**config.mk**
```make
export PLATFORM = sky130hd
export DESIGN_NAME = alert_tone_sequencer_unit_flat
export DESIGN_NICKNAME = d
export VERILOG_FILES = /design/src/rtl/ats_pkg.sv /design/src/rtl/ats_req_if.sv /design/src/rtl/ats_res_if.sv /design/src/rtl/alert_tone_sequencer_unit.sv /design/src/rtl/ats_scale.sv /design/src/flat_wrapper.sv
export SDC_FILE = /design/constraint.sdc
export NUM_CORES = 1
export LEC_CHECK = 0
export BUFFER_PORTS_ARGS = -buffer_cell sky130_fd_sc_hd__buf_4
export CAP_MARGIN = 15
export CORE_MARGIN = 2
export CORE_UTILIZATION = 25
export CTS_BUF_LIST = sky130_fd_sc_hd__clkbuf_4 sky130_fd_sc_hd__clkbuf_8
export DETAILED_ROUTE_END_ITERATION = 7
export GPL_ROUTABILITY_DRIVEN = 0
export HOLD_SLACK_MARGIN = 0.06
export PLACE_DENSITY = 0.42
export SYNTH_ARGS = -nofsm -noshare
export SYNTH_HDL_FRONTEND = slang
export SYNTH_SLANG_ARGS = --single-unit
```
**constraint.sdc**
```tcl
create_clock -name clk_i -period 6.7 [get_ports clk_i]
set_input_delay 0.67 -clock clk_i [delete_from_list [all_inputs] [get_ports clk_i]]
set_output_delay 0.67 -clock clk_i [all_outputs]
set_load 0.1 [all_outputs]
```
**src/rtl/ats_pkg.sv**
```systemverilog
`timescale 1ns / 1ps
// ats_pkg: shared types, tone table, sine quarter-wave and register map for
// the alert tone sequencer. No dependencies.
package ats_pkg;

  localparam int unsigned DEF_SAMPLE_RATE = 16000;
  localparam int unsigned RAMP_DIV        = 500;
  localparam int unsigned MS_PER_S        = 1000;
  localparam int unsigned PADDR_W         = 3;
  localparam int unsigned PDATA_W         = 32;
  localparam logic [15:0] AMP_HOLD_RST    = 16'd4800;
  localparam logic [7:0]  ENV_FULL        = 8'hFF;
  localparam logic [1:0]  PAT_CRITICAL    = 2'd2;

  // Tone slots: info {0}, warn {1,2}, critical {3,4,5}
  localparam int unsigned TONE_SLOTS = 6;
  localparam int unsigned TONE_HZ     [TONE_SLOTS] = '{880, 988, 988, 1319, 1568, 2093};
  localparam int unsigned TONE_ON_MS  [TONE_SLOTS] = '{150, 100, 100, 70, 70, 120};
  localparam int unsigned TONE_GAP_MS [TONE_SLOTS] = '{0, 90, 0, 60, 60, 0};
  localparam logic [2:0]  PAT_BASE    [4] = '{3'd0, 3'd1, 3'd3, 3'd0};
  localparam logic [1:0]  PAT_COUNT   [4] = '{2'd1, 2'd2, 2'd3, 2'd0};

  typedef enum logic [0:0] {
    REG_SOUND_ENABLE = 1'b0,
    REG_AMP_HOLD     = 1'b1
  } ats_reg_e;

  // Front stage to scaler
  typedef struct packed {
    logic               valid;
    logic signed [15:0] rom;
    logic [7:0]         env;
    logic               cue;
    logic               amp;
  } ats_stage_t;

  localparam logic [14:0] QUARTER [65] = '{
    15'd0, 15'd687, 15'd1373, 15'd2059, 15'd2744, 15'd3427, 15'd4108, 15'd4786,
    15'd5462, 15'd6134, 15'd6803, 15'd7467, 15'd8127, 15'd8783, 15'd9432, 15'd10077,
    15'd10715, 15'd11346, 15'd11971, 15'd12589, 15'd13199, 15'd13801, 15'd14394,
    15'd14979, 15'd15555, 15'd16122, 15'd16679, 15'd17226, 15'd17763, 15'd18288,
    15'd18803, 15'd19307, 15'd19798, 15'd20278, 15'd20746, 15'd21201, 15'd21644,
    15'd22073, 15'd22489, 15'd22892, 15'd23281, 15'd23655, 15'd24016, 15'd24362,
    15'd24693, 15'd25010, 15'd25311, 15'd25597, 15'd25868, 15'd26123, 15'd26363,
    15'd26586, 15'd26794, 15'd26985, 15'd27160, 15'd27319, 15'd27461, 15'd27587,
    15'd27696, 15'd27789, 15'd27865, 15'd27924, 15'd27966, 15'd27991, 15'd28000
  };

  function automatic int unsigned max_tone_ms();
    int unsigned m;
    m = 0;
    for (int i = 0; i < TONE_SLOTS; i++) begin
      if (TONE_ON_MS[i] + TONE_GAP_MS[i] > m) begin
        m = TONE_ON_MS[i] + TONE_GAP_MS[i];
      end
    end
    return m;
  endfunction

  function automatic logic signed [15:0] sine_rom(input logic [7:0] idx);
    logic [6:0]  j;
    logic [6:0]  k;
    logic [14:0] v;
    j = idx[6:0];
    k = 7'(8'd128 - {1'b0, j});
    v = (j <= 7'd64) ? QUARTER[j] : QUARTER[k];
    return idx[7] ? -$signed({1'b0, v}) : $signed({1'b0, v});
  endfunction

endpackage

```
**src/rtl/ats_req_if.sv**
```systemverilog
`timescale 1ns / 1ps
// ats_req_if: request channel (notify / frame tick) of the alert tone sequencer.
// No dependencies.
interface ats_req_if;
  logic       valid;
  logic       ready;
  logic       req_type;
  logic [7:0] level;

  modport source (output valid, req_type, level, input ready);
  modport sink (input valid, req_type, level, output ready);
endinterface

```
**src/rtl/ats_res_if.sv**
```systemverilog
`timescale 1ns / 1ps
// ats_res_if: sample result channel of the alert tone sequencer.
// No dependencies.
interface ats_res_if;
  logic               valid;
  logic               ready;
  logic signed [15:0] sample;
  logic               cue_active;
  logic               amp_enable;

  modport source (output valid, sample, cue_active, amp_enable, input ready);
  modport sink (input valid, sample, cue_active, amp_enable, output ready);
endinterface

```
**src/rtl/alert_tone_sequencer_unit.sv**
```systemverilog
`timescale 1ns / 1ps
// Channel  | Dir | Payload                          | Beat
// req_i    | in  | req_type, level                  | valid & ready
// res_o    | out | sample, cue_active, amp_enable   | valid & ready
// apb      | in  | paddr, pwdata / prdata           | psel & penable & pwrite
// One beat per cycle while res_o is not stalled; a tick's sample reaches res_o
// through the sequencer register, product register and divide-by-255 output
// register. Notify beats and beats taken while sound_enable is low give no
// result. A stalled res_o freezes the whole pipe and drops req_i.ready.
// Reset: asynchronous, active low.
module alert_tone_sequencer_unit #(
  parameter int unsigned SAMPLE_RATE = ats_pkg::DEF_SAMPLE_RATE
) (
  input  logic                        clk_i,
  input  logic                        rst_ni,
  ats_req_if.sink                     req_i,
  ats_res_if.source                   res_o,
  input  logic                        psel,
  input  logic                        penable,
  input  logic                        pwrite,
  input  logic [ats_pkg::PADDR_W-1:0] paddr,
  input  logic [ats_pkg::PDATA_W-1:0] pwdata,
  output logic [ats_pkg::PDATA_W-1:0] prdata,
  output logic                        pready
);
  import ats_pkg::*;

  localparam int unsigned RAMP_RAW = SAMPLE_RATE / RAMP_DIV;
  localparam int unsigned RAMP     = (RAMP_RAW < 1) ? 1 : RAMP_RAW;
  localparam int unsigned RW       = (RAMP > 1) ? $clog2(RAMP) : 1;
  localparam int unsigned FW       = $clog2(max_tone_ms() * SAMPLE_RATE / MS_PER_S + 1);

  logic [FW-1:0] on_tab  [TONE_SLOTS];
  logic [FW-1:0] tot_tab [TONE_SLOTS];
  logic [15:0]   step_tab[TONE_SLOTS];
  logic [7:0]    env_lut [RAMP];

  for (genvar g = 0; g < TONE_SLOTS; g++) begin : g_tone
    localparam int unsigned OnF  = TONE_ON_MS[g] * SAMPLE_RATE / MS_PER_S;
    localparam int unsigned GapF = TONE_GAP_MS[g] * SAMPLE_RATE / MS_PER_S;
    localparam int unsigned Step = (TONE_HZ[g] << 16) / SAMPLE_RATE;
    assign on_tab[g]   = FW'(OnF);
    assign tot_tab[g]  = FW'(OnF + GapF);
    assign step_tab[g] = 16'(Step);
  end

  for (genvar g = 0; g < RAMP; g++) begin : g_env
    assign env_lut[g] = 8'((g * 255) / RAMP);
  end

  logic          sound_en_q, sound_en_d;
  logic [15:0]   amp_hold_q, amp_hold_d;
  logic [1:0]    pattern_q, pattern_d;
  logic [1:0]    tone_idx_q, tone_idx_d;
  logic [FW-1:0] frame_q, frame_d;
  logic [15:0]   phase_q, phase_d;
  logic          playing_q, playing_d;
  logic          amp_on_q, amp_on_d;
  logic [15:0]   hold_q, hold_d;
  ats_stage_t    a_q, a_d;

  logic          adv, accept, cfg_wr;
  logic [2:0]    slot_raw, slot;
  logic [FW-1:0] on_f, tot_f, frame_inc;
  logic [15:0]   step;
  logic [1:0]    tone_cnt, tone_next;
  logic          past_end, in_ramp_up, in_ramp_dn;
  logic [RW-1:0] env_idx;
  logic [7:0]    env;

  assign adv          = !res_o.valid || res_o.ready;
  assign req_i.ready  = adv;
  assign accept       = req_i.valid && adv;
  assign pready       = 1'b1;
  assign cfg_wr       = psel && penable && pwrite;

  // Config registers
  always_comb begin
    sound_en_d = sound_en_q;
    amp_hold_d = amp_hold_q;
    if (cfg_wr) begin
      case (ats_reg_e'(paddr[2]))
        REG_SOUND_ENABLE: sound_en_d = pwdata[0];
        REG_AMP_HOLD:     amp_hold_d = pwdata[15:0];
        default: ;
      endcase
    end
  end

  always_comb begin
    case (ats_reg_e'(paddr[2]))
      REG_SOUND_ENABLE: prdata = {{(PDATA_W-1){1'b0}}, sound_en_q};
      REG_AMP_HOLD:     prdata = {{(PDATA_W-16){1'b0}}, amp_hold_q};
      default:          prdata = '0;
    endcase
  end

  // Current tone lookup
  assign tone_cnt  = PAT_COUNT[pattern_q];
  assign slot_raw  = PAT_BASE[pattern_q] + 3'(tone_idx_q);
  assign slot      = (slot_raw < 3'(TONE_SLOTS)) ? slot_raw : 3'd0;
  assign on_f      = on_tab[slot];
  assign tot_f     = tot_tab[slot];
  assign step      = step_tab[slot];
  assign frame_inc = frame_q + FW'(1);
  assign tone_next = tone_idx_q + 2'd1;
  assign past_end  = tone_idx_q >= tone_cnt;

  assign in_ramp_up = frame_q < FW'(RAMP);
  assign in_ramp_dn = frame_q > (on_f - FW'(RAMP));
  assign env_idx    = in_ramp_up ? frame_q[RW-1:0] : RW'(on_f - frame_q);
  assign env        = (in_ramp_up || in_ramp_dn) ? env_lut[env_idx] : ENV_FULL;

  always_comb begin
    pattern_d  = pattern_q;
    tone_idx_d = tone_idx_q;
    frame_d    = frame_q;
    phase_d    = phase_q;
    playing_d  = playing_q;
    amp_on_d   = amp_on_q;
    hold_d     = hold_q;
    a_d        = '0;
    if (accept && sound_en_q) begin
      if (!req_i.req_type) begin
        pattern_d  = (req_i.level >= 8'd2) ? PAT_CRITICAL : req_i.level[1:0];
        tone_idx_d = '0;
        frame_d    = '0;
        phase_d    = '0;
        playing_d  = 1'b1;
        amp_on_d   = 1'b1;
        hold_d     = '0;
      end else begin
        a_d.valid = 1'b1;
        if (playing_q && !past_end) begin
          a_d.cue = 1'b1;
          if (frame_q < on_f) begin
            a_d.rom = sine_rom(phase_q[15:8]);
            a_d.env = env;
            phase_d = phase_q + step;
          end
          frame_d = frame_inc;
          if (frame_inc >= tot_f) begin
            frame_d    = '0;
            phase_d    = '0;
            tone_idx_d = tone_next;
            if (tone_next >= tone_cnt) begin
              playing_d = 1'b0;
              hold_d    = amp_hold_q;
            end
          end
        end else begin
          if (playing_q) begin
            playing_d = 1'b0;
          end
          if (playing_q && amp_hold_q != '0) begin
            hold_d = amp_hold_q - 16'd1;
          end else if (playing_q || (amp_on_q && hold_q == '0)) begin
            amp_on_d = 1'b0;
            hold_d   = '0;
          end else if (amp_on_q) begin
            hold_d = hold_q - 16'd1;
          end
        end
        a_d.amp = amp_on_d;
      end
    end
  end

  always_ff @(posedge clk_i or negedge rst_ni) begin
    if (!rst_ni) begin
      sound_en_q <= 1'b0;
      amp_hold_q <= AMP_HOLD_RST;
      pattern_q  <= '0;
      tone_idx_q <= '0;
      frame_q    <= '0;
      phase_q    <= '0;
      playing_q  <= 1'b0;
      amp_on_q   <= 1'b0;
      hold_q     <= '0;
      a_q        <= '0;
    end else begin
      sound_en_q <= sound_en_d;
      amp_hold_q <= amp_hold_d;
      pattern_q  <= pattern_d;
      tone_idx_q <= tone_idx_d;
      frame_q    <= frame_d;
      phase_q    <= phase_d;
      playing_q  <= playing_d;
      amp_on_q   <= amp_on_d;
      hold_q     <= hold_d;
      if (adv) begin
        a_q <= a_d;
      end
    end
  end

  ats_scale u_scale (
    .clk_i   (clk_i),
    .rst_ni  (rst_ni),
    .adv_i   (adv),
    .stage_i (a_q),
    .res_o   (res_o)
  );

`ifndef ASSERT_OFF
  a_cue_amp: assert property (@(posedge clk_i) disable iff (!rst_ni)
    res_o.valid && res_o.cue_active |-> res_o.amp_enable)
    else $error("cue without amp enable");
  a_play_amp: assert property (@(posedge clk_i) disable iff (!rst_ni)
    playing_q |-> amp_on_q)
    else $error("playing with amp off");
  a_hold_amp: assert property (@(posedge clk_i) disable iff (!rst_ni)
    hold_q != '0 |-> amp_on_q)
    else $error("hold count live with amp off");
  a_stall_keep: assert property (@(posedge clk_i) disable iff (!rst_ni)
    !adv |=> $stable(a_q))
    else $error("front stage moved during stall");
`endif

endmodule

```
**src/rtl/ats_scale.sv**
```systemverilog
`timescale 1ns / 1ps
// ats_scale: envelope scaling, rom * env / 255 truncated toward zero, in two
// registered stages driving the result channel. Uses ats_pkg, ats_res_if.
module ats_scale (
  input  logic                clk_i,
  input  logic                rst_ni,
  input  logic                adv_i,
  input  ats_pkg::ats_stage_t stage_i,
  ats_res_if.source           res_o
);
  import ats_pkg::*;

  typedef struct packed {
    logic        valid;
    logic [22:0] prod;
    logic        neg;
    logic        cue;
    logic        amp;
  } prod_t;

  prod_t b_d, b_q;

  logic [14:0] mag;
  logic [23:0] est_sum;
  logic [15:0] q_est;
  logic [23:0] rem;
  logic [15:0] quot;
  logic signed [15:0] sample_d, sample_q;
  logic valid_q, cue_q, amp_q;

  assign mag = stage_i.rom[15] ? 15'(-stage_i.rom) : stage_i.rom[14:0];

  always_comb begin
    b_d.valid = stage_i.valid;
    b_d.prod  = 23'(mag) * 23'(stage_i.env);
    b_d.neg   = stage_i.rom[15];
    b_d.cue   = stage_i.cue;
    b_d.amp   = stage_i.amp;
  end

  always_ff @(posedge clk_i or negedge rst_ni) begin
    if (!rst_ni) begin
      b_q <= '0;
    end else if (adv_i) begin
      b_q <= b_d;
    end
  end

  // x/255 ~ (x + x>>8 + x>>16) >> 8, low by at most one
  assign est_sum = 24'(b_q.prod) + 24'(b_q.prod >> 8) + 24'(b_q.prod >> 16);
  assign q_est   = est_sum[23:8];
  assign rem     = 24'(b_q.prod) - ((24'(q_est) << 8) - 24'(q_est));
  assign quot    = (rem >= 24'd255) ? q_est + 16'd1 : q_est;
  assign sample_d = b_q.neg ? -$signed(quot) : $signed(quot);

  always_ff @(posedge clk_i or negedge rst_ni) begin
    if (!rst_ni) begin
      valid_q <= 1'b0;
    end else if (adv_i) begin
      valid_q <= b_q.valid;
    end
  end

  always_ff @(posedge clk_i) begin
    if (adv_i) begin
      sample_q <= sample_d;
      cue_q    <= b_q.cue;
      amp_q    <= b_q.amp;
    end
  end

  assign res_o.valid      = valid_q;
  assign res_o.sample     = sample_q;
  assign res_o.cue_active = cue_q;
  assign res_o.amp_enable = amp_q;

endmodule

```
**src/flat_wrapper.sv**
```systemverilog
// flat-port wrapper written by rule: the top's interface ports become plain ports
module alert_tone_sequencer_unit_flat import ats_pkg::*;
#(
  parameter int unsigned SAMPLE_RATE = ats_pkg::DEF_SAMPLE_RATE
)
  (clk_i, rst_ni, psel, penable, pwrite, paddr, pwdata, prdata, pready, req_i_valid, req_i_req_type, req_i_level, req_i_ready, res_o_valid, res_o_sample, res_o_cue_active, res_o_amp_enable, res_o_ready);
  ats_req_if req_i_i ();
  ats_res_if res_o_i ();
  input  logic clk_i;
  input  logic rst_ni;
  input  logic psel;
  input  logic penable;
  input  logic pwrite;
  input  logic [ats_pkg::PADDR_W-1:0] paddr;
  input  logic [ats_pkg::PDATA_W-1:0] pwdata;
  output logic [ats_pkg::PDATA_W-1:0] prdata;
  output logic pready;
  input wire logic [$bits(req_i_i.valid)-1:0] req_i_valid;
  input wire logic [$bits(req_i_i.req_type)-1:0] req_i_req_type;
  input wire logic [$bits(req_i_i.level)-1:0] req_i_level;
  output wire logic [$bits(req_i_i.ready)-1:0] req_i_ready;
  output wire logic [$bits(res_o_i.valid)-1:0] res_o_valid;
  output wire logic [$bits(res_o_i.sample)-1:0] res_o_sample;
  output wire logic [$bits(res_o_i.cue_active)-1:0] res_o_cue_active;
  output wire logic [$bits(res_o_i.amp_enable)-1:0] res_o_amp_enable;
  input wire logic [$bits(res_o_i.ready)-1:0] res_o_ready;
  assign req_i_i.valid = req_i_valid;
  assign req_i_i.req_type = req_i_req_type;
  assign req_i_i.level = req_i_level;
  assign req_i_ready = req_i_i.ready;
  assign res_o_valid = res_o_i.valid;
  assign res_o_sample = res_o_i.sample;
  assign res_o_cue_active = res_o_i.cue_active;
  assign res_o_amp_enable = res_o_i.amp_enable;
  assign res_o_i.ready = res_o_ready;
  alert_tone_sequencer_unit #(.SAMPLE_RATE(SAMPLE_RATE)) u_core (.clk_i(clk_i), .rst_ni(rst_ni), .req_i(req_i_i), .res_o(res_o_i), .psel(psel), .penable(penable), .pwrite(pwrite), .paddr(paddr), .pwdata(pwdata), .prdata(prdata), .pready(pready));
endmodule
```
## Word level (Yosys, flattened, before mapping)

Memories as Yosys holds them, arrays and structs flattened.
Cells that the tools add are included.

| word-level totals | value |
|---|---|
| memories kept | 6 |
| bits in registers | 140 |
| memory bits (read-only) | 4416 |
| bits of input ports | 51 |
| word-level logic and storage cells | 154 |
| output and inout port bits | 53 |

| operators by class | value |
|---|---|
| add/sub/neg operators | 17 |
| reductions and logical operators | 22 |
| multiplexer cells | 57 |
| order comparisons | 15 |
| bitwise logic cells | 7 |
| multipliers | 1 |
| equality and inequality tests | 6 |

Memory list:

| name | depth | width | read ports | clocked after memory_dff | wr ports | line | text |
|---|---|---|---|---|---|---|---|
| (name not given) | 128 | 15 | 1 | 0 | 0 | ats_pkg.sv:66 | `v = (j <= 7'd64) ? QUARTER[j] : QUARTER[k];` |
| (name not given) | 128 | 15 | 1 | 0 | 0 | ats_pkg.sv:66 |  |
| (name not given) | 32 | 8 | 1 | 0 | 0 | alert_tone_sequencer_unit.sv:112 | `assign env = (in_ramp_up \|\| in_ramp_dn) ? env_lut[env_idx] : ENV_FULL;` |
| (name not given) | 8 | 16 | 1 | 0 | 0 | alert_tone_sequencer_unit.sv:104 | `assign step = step_tab[slot];` |
| (name not given) | 8 | 12 | 1 | 0 | 0 | alert_tone_sequencer_unit.sv:102 | `assign on_f = on_tab[slot];` |
| (name not given) | 8 | 12 | 1 | 0 | 0 | alert_tone_sequencer_unit.sv:103 | `assign tot_f = tot_tab[slot];` |

Operators by type and width:

| operator | number |
|---|---|
| $mux W16 | 16 |
| $mux W15 | 6 |
| $mux W12 | 7 |
| $pmux W32 S2 | 1 |
| $mux W27 | 2 |
| $sub A16 B1 Y16 const B | 2 |
| $mux W25 | 1 |
| $add A23 B15 Y24 | 1 |
| $add A24 B7 Y24 | 1 |
| $ge A24 B8 Y1 const B | 1 |
| $mux W24 | 1 |
| $mux W8 | 3 |
| $sub A23 B24 Y24 | 1 |
| $sub A24 B16 Y24 | 1 |
| $mul A15 B8 Y23 | 1 |
| $add A16 B1 Y16 const B | 1 |
| $add A16 B16 Y16 | 1 |
| $ge A8 B8 Y1 const B | 2 |
| $logic_not A16 Y1 | 1 |
| $neg A15 Y16 | 1 |
| $neg A16 Y16 | 1 |
| $not A7 Y8 | 2 |
| $reduce_bool A16 Y1 | 1 |
| $neg A15 Y15 | 1 |
| other kinds (37) | 69 |

## Logic depth before layout (Yosys ltp)

| logic depth | value |
|---|---|
| depth after elaboration | 22 |
| gate-level depth with buffers | 31 |
| depth with buffers taken out | 30 |

## Hierarchy

From an unflattened synthesis, not the netlist that was laid out.

| second synthesis, totals | value |
|---|---|
| cells, all modules | 2386 |
| area, all modules | 19387.3 um2 |

Modules (own cells, without submodules):

| module | instances | seq. area each (um2) | cells an instance | area each (um2) |
|---|---|---|---|---|
| alert_tone_sequencer_unit | 1 | 2282.2 | 1306 | 10214.8 |
| ats_scale | 1 | 1241.2 | 1080 | 9172.5 |

## Least setup slack after synthesis

No wires, ideal clock.

| timing | value |
|---|---|
| path type | register -> register |
| start point | register u_core.u_scale.b_q[23] (netlist bit) |
| end point | register u_core.u_scale.sample_q[14] (netlist: u_core.u_scale.res_o.sample[14]), data pin |
| clock period less this slack | 7466 ps |
| data required time | 6437 ps |
| data arrival time | 7204 ps |
| setup time | 263 ps |
| buffers on the path | 2 |
| slack | -766 ps |
| stages on the path, launching flop included | 32 |
| cell sequence | dfrtp_1 inv_1 fa_1 inv_1 ha_1 a2111oi_0 nand2_1 o22ai_2 a211oi_2 o211ai_2 a2111o_1 nor2_1 ha_1 clkbuf_1 inv_1 fa_1 inv_1 ha_1 nand2_1 o21ai_0 a32oi_1 o21a_1 a21o_1 a211oi_1 or3b_4 a2111oi_4 buf_6 mux2i_1 ha_1 nand4_2 o41ai_2 xnor2_1 |

| on the way | value |
|---|---|
| longest elaborated chain between the ends | 8 |
| elaborated cells between the ends (all ways) | 9 |
| classes of those cells | 6 x add/sub; 1 x order compare; 2 x mux |

RTL lines:

| what | line | text |
|---|---|---|
| start, declared | ats_scale.sv:21 | `prod_t b_d, b_q;` |
| start signal, assigned | ats_scale.sv:43 | `b_q <= '0;` |
| start signal, assigned | ats_scale.sv:45 | `b_q <= b_d;` |
| $add A23 B15 Y24 | ats_scale.sv:50 | `assign est_sum = 24'(b_q.prod) + 24'(b_q.prod >> 8) + 24'(b_q.prod >> 16);` |
| $add A24 B7 Y24 | ats_scale.sv:50 |  |
| $sub A24 B16 Y24 | ats_scale.sv:52 | `assign rem = 24'(b_q.prod) - ((24'(q_est) << 8) - 24'(q_est));` |
| $sub A23 B24 Y24 | ats_scale.sv:52 |  |
| $ge A24 B8 Y1 | ats_scale.sv:53 | `assign quot = (rem >= 24'd255) ? q_est + 16'd1 : q_est;` |
| $mux W16 * | ats_scale.sv:53 |  |
| $neg A16 Y16 | ats_scale.sv:54 | `assign sample_d = b_q.neg ? -$signed(quot) : $signed(quot);` |
| $mux W16 * | ats_scale.sv:54 |  |
| named net u_core.u_scale.sample_d[14] | ats_scale.sv:28 | `logic signed [15:0] sample_d, sample_q;` |
| end signal, assigned | ats_scale.sv:66 | `sample_q <= sample_d;` |
| end, declared | ats_scale.sv:28 |  |

The timed path passes the listed nets; every way through them passes the cells marked *.
A chain may end at the register's enable or synchronous reset.

## Worst setup path in the final report

| timing | value |
|---|---|
| start point | register u_core.u_scale.b_q[7] (netlist bit) |
| end point | register u_core.u_scale.sample_q[12] (netlist: u_core.u_scale.res_o.sample[12]), data pin |

The elaborated chain is that of the path after synthesis.

==> impl_metrics.tcl <==
set metrics [dict create \
    num_rows 99 \
    yosysTopAreaCell "dfrtp_1" \
    clock_power_share_pct 7.8 \
    grt_max_degree 65 \
    firstDrtPassIters 6 \
    drt_first_iter_violations 995 \
    grt_usage_pct 15.3 \
    ys_types 96 \
    grt_pass1_wl_um 95800 \
    tns_ns -5.85 \
    p_int_mw 4.04 \
    r2r_start "u_core.u_scale.b_q[7]$_DFFE_PN0N_" \
    comb_power_share_pct 78.0 \
    numCtsBuffers 17 \
    cts_hold_buf 0 \
    max_freq_mhz 138 \
    max-vdd-ir-drop_mv 0.334 \
    seqPwrFrac_pct 14.1 \
    clkTransAtPathRegs_ns 0.08 \
    htree_levels 4 \
    cts_root_buf "clkbuf_8" \
    slowest_delay_ns 0.55 \
    worstMarginPinSlew_ns 1.03 \
    yosysWarnings 0 \
    min_period_ns 7.22 \
    cellLeakagePower_nw 10.5 \
    gr-total-overflow 0 \
    rsz0062_at_grt "yes" \
    finalClockSkew_ns 0.0126 \
    start_kind "register" \
    relSlewSlack_pct 30.2 \
    worstPathArrival_ns 7.46 \
    layout_setup_ws_ns -0.521 \
    r2r_setup_slack_ns -0.52 \
    setup_viol 15 \
    powerDensity_nw_per_um2 386 \
    maxCapViolations 0 \
    insertedDiodeCount 0 \
    clock_sinks 137 \
    wl_um 58000 \
    path_common_cell "ha_4" \
    switching_share_pct 54.1 \
    syn-cell-area_um2 18500 \
    area_delta_synth_final_pct 23.1 \
    rr_endpoint "u_core.u_scale.res_o.sample[12]$_DFFE_PN_" \
    synth_top_area_share_pct 15.5 \
    clk_latency_ns 0.50 \
    p_switching_mw 4.76 \
    drive_gt1_share_pct 20.1 \
    holdWs_ns 0.185 \
    endpoint_kind "register" \
    min_period_over_period_pct 108 \
    hpwlAfterDp_um 44700 \
    via_count 17200 \
    die_area_um2 76300 \
    hold_viol 0 \
    cp.required_ns 6.94 \
    drc 0 \
    outcome "finished with violations" \
    worstHoldPathType "in2async" \
    synth-edff-count 18 \
    failed_checks "negative setup slack" \
    via_per_inst 4.92 \
    cp_slowest_cell "fa_1" \
    r2r_cells 33 \
    antenna_found_initial 0 \
    path_max_fanout 7 \
    initial_core_util_pct 25.3 \
    numPortBuffers 68 \
    fin_nets 2869 \
    cts_tree "built" \
    ioPinCount 104 \
    ys_seq_area_share_pct 19.0 \
    synth.most_common_cell "nand2_1" \
    synth.top_cells.by_area "dfrtp_1, ha_1, fa_1" \
    core_area_um2 73100 \
    ys_ff_latch 137 \
    critPathTopFamily "adder cells" \
    synthTopCellsByCount "nand2_1, inv_1, ha_1, o21ai_0, a21oi_1" \
    syn_avg_cell_area_um2 7.98 \
    cts_buffer_depth 2 \
    drv_slew 0 \
    die_h_um 276 \
    async_flop_share_pct 86.9 \
    path_buf_inv 9 \
    cp.depth 33 \
    syn-instance-count 2321 \
    ant_nets 0 \
    postLayoutCoreUtil_pct 31.2 \
    crit_type "reg2reg" \
    synth_flop_cell "dfrtp_1" \
    die_x_um 276 \
    grt_pass1_vias 17700 \
    avgRoutedWirePerCell_um 16.6 \
]
==> metal layers <==
metal	global-route usage, %	vias up	share of wire (%)
li1	-	8490	-
met1	20.8	8378	48
met2	25.3	305	47
met3	2.12	61	3.6
met4	3.74	0	1.7
met5	0	-	0
==> state kept, by name, indices dropped and copies added (netlist names) <==
name                             cells
u_core.phase_q                      15
u_core.frame_q                      12
u_core.tone_idx_q                    2
u_core.pattern_q                     2
u_core.u_scale.res_o.cue_active      1
u_core.a_q                          25
u_core.playing_q                     1
u_core.amp_hold_q                   16
u_core.hold_q                       16
u_core.u_scale.res_o.valid           1
u_core.amp_on_q                      1
u_core.u_scale.res_o.sample         16
u_core.u_scale.res_o.amp_enable      1
u_core.sound_en_q                    1
u_core.u_scale.b_q                  27
==> power groups by stage <==
| stage | clock (mW) | sequential, mW | combinational [mW] |
|---|---|---|---|
| 2_1_floorplan | 0 | 1.34 | 4.53 |
| 4_1_cts | 0.722 | 1.24 | 6.72 |
| 5_1_grt | 0.756 | 1.28 | 7.59 |
| 6_report | 0.691 | 1.24 | 6.86 |
| 3_5_place_dp | 0 | 1.25 | 6.57 |
| 3_3_place_gp | 0 | 1.25 | 6.54 |
==> worst reg2reg max path, delay by kind of cell, from the launching register on <==
kind	cells	cell delay [ns]
fa+ha+maj	6	2.03
compound gates	10	1.73
simple gates	6	1.54
buf+inv	9	0.96
flops	1	0.37
mux	1	0.25
xor+xnor	1	0.09
==> worst max-delay path by stage <==
stage | from | to | slack, ns
final | u_core.u_scale.b_q[7]$_DFFE_PN0N_ | u_core.u_scale.res_o.sample[12]$_DFFE_PN_ | -0.52
after CTS | u_core.u_scale.b_q[7]$_DFFE_PN0N_ | u_core.u_scale.res_o.sample[12]$_DFFE_PN_ | -0.42
after floorplan | u_core.u_scale.b_q[23]$_DFFE_PN0N_ | u_core.u_scale.res_o.sample[14]$_DFFE_PN_ | -0.38
after global placement | u_core.u_scale.b_q[7]$_DFFE_PN0N_ | u_core.u_scale.res_o.sample[14]$_DFFE_PN_ | -0.61
after detailed placement | u_core.u_scale.b_q[7]$_DFFE_PN0N_ | u_core.u_scale.res_o.sample[14]$_DFFE_PN_ | -0.69
after global routing | u_core.u_scale.b_q[7]$_DFFE_PN0N_ | u_core.u_scale.res_o.sample[12]$_DFFE_PN_ | -0.85
==> through the flow <==
stage / std cells / total power [mW] / cell area, um^2 / setup WS (ns)
after global placement: 3449 / 7.79 / 21600 / -0.606
final: 3505 / 8.80 / 22800 / -0.521
after global routing: 3505 / 9.63 / 22800 / -0.846
after CTS: 3489 / 8.69 / 22300 / -0.423
after floorplan: 2336 / 5.88 / 18700 / -0.377
after detailed placement: 3450 / 7.82 / 21600 / -0.692
==> final cells by class <==
type                            instances  area, um^2
Tap cell                              959        1200
Sequential cell                       137        3520
Fill cell                            7905       50300
Inverter                              244         918
Clock buffer                           24         305
Multi-Input combinational cell       1819       14300
Timing Repair Buffer                  316        2470
Clock inverter                          6        65.1
==> timing repair <==
item / CTS / global route
endpoints found under the setup margin: 16 / 21
gates cloned: 0 / 0
buffers inserted: 9 / 17
pin swaps: 26 / 33
resized for setup: 44 / 84
==> cell usage in the layout (no fill, tap or decap), types with 40 or more instances in the layout <==
cell type and instances:
ha_1 173, xor2_1 40, nand2_1 285, dfrtp_1 114, buf_4 297, inv_1 224, and2_1 59, a21oi_1 141
xnor2_1 83, nand3_1 43, o21ai_0 150, fa_1 95, nor2_1 138
==> kinds of logic (layout without fill, tap and decap cells) <==
logic type	after synthesis	in the layout	synth area share (%)
simple gates	727	727	18.7
other cells	2	17	0.0406
mux	34	34	2.43
fa+ha+maj	284	284	23.0
compound gates	618	618	21.8
xor+xnor	139	139	6.82
flops	137	137	19.0
buf+inv	380	590	8.11
(Power assumes the default switching activity.)
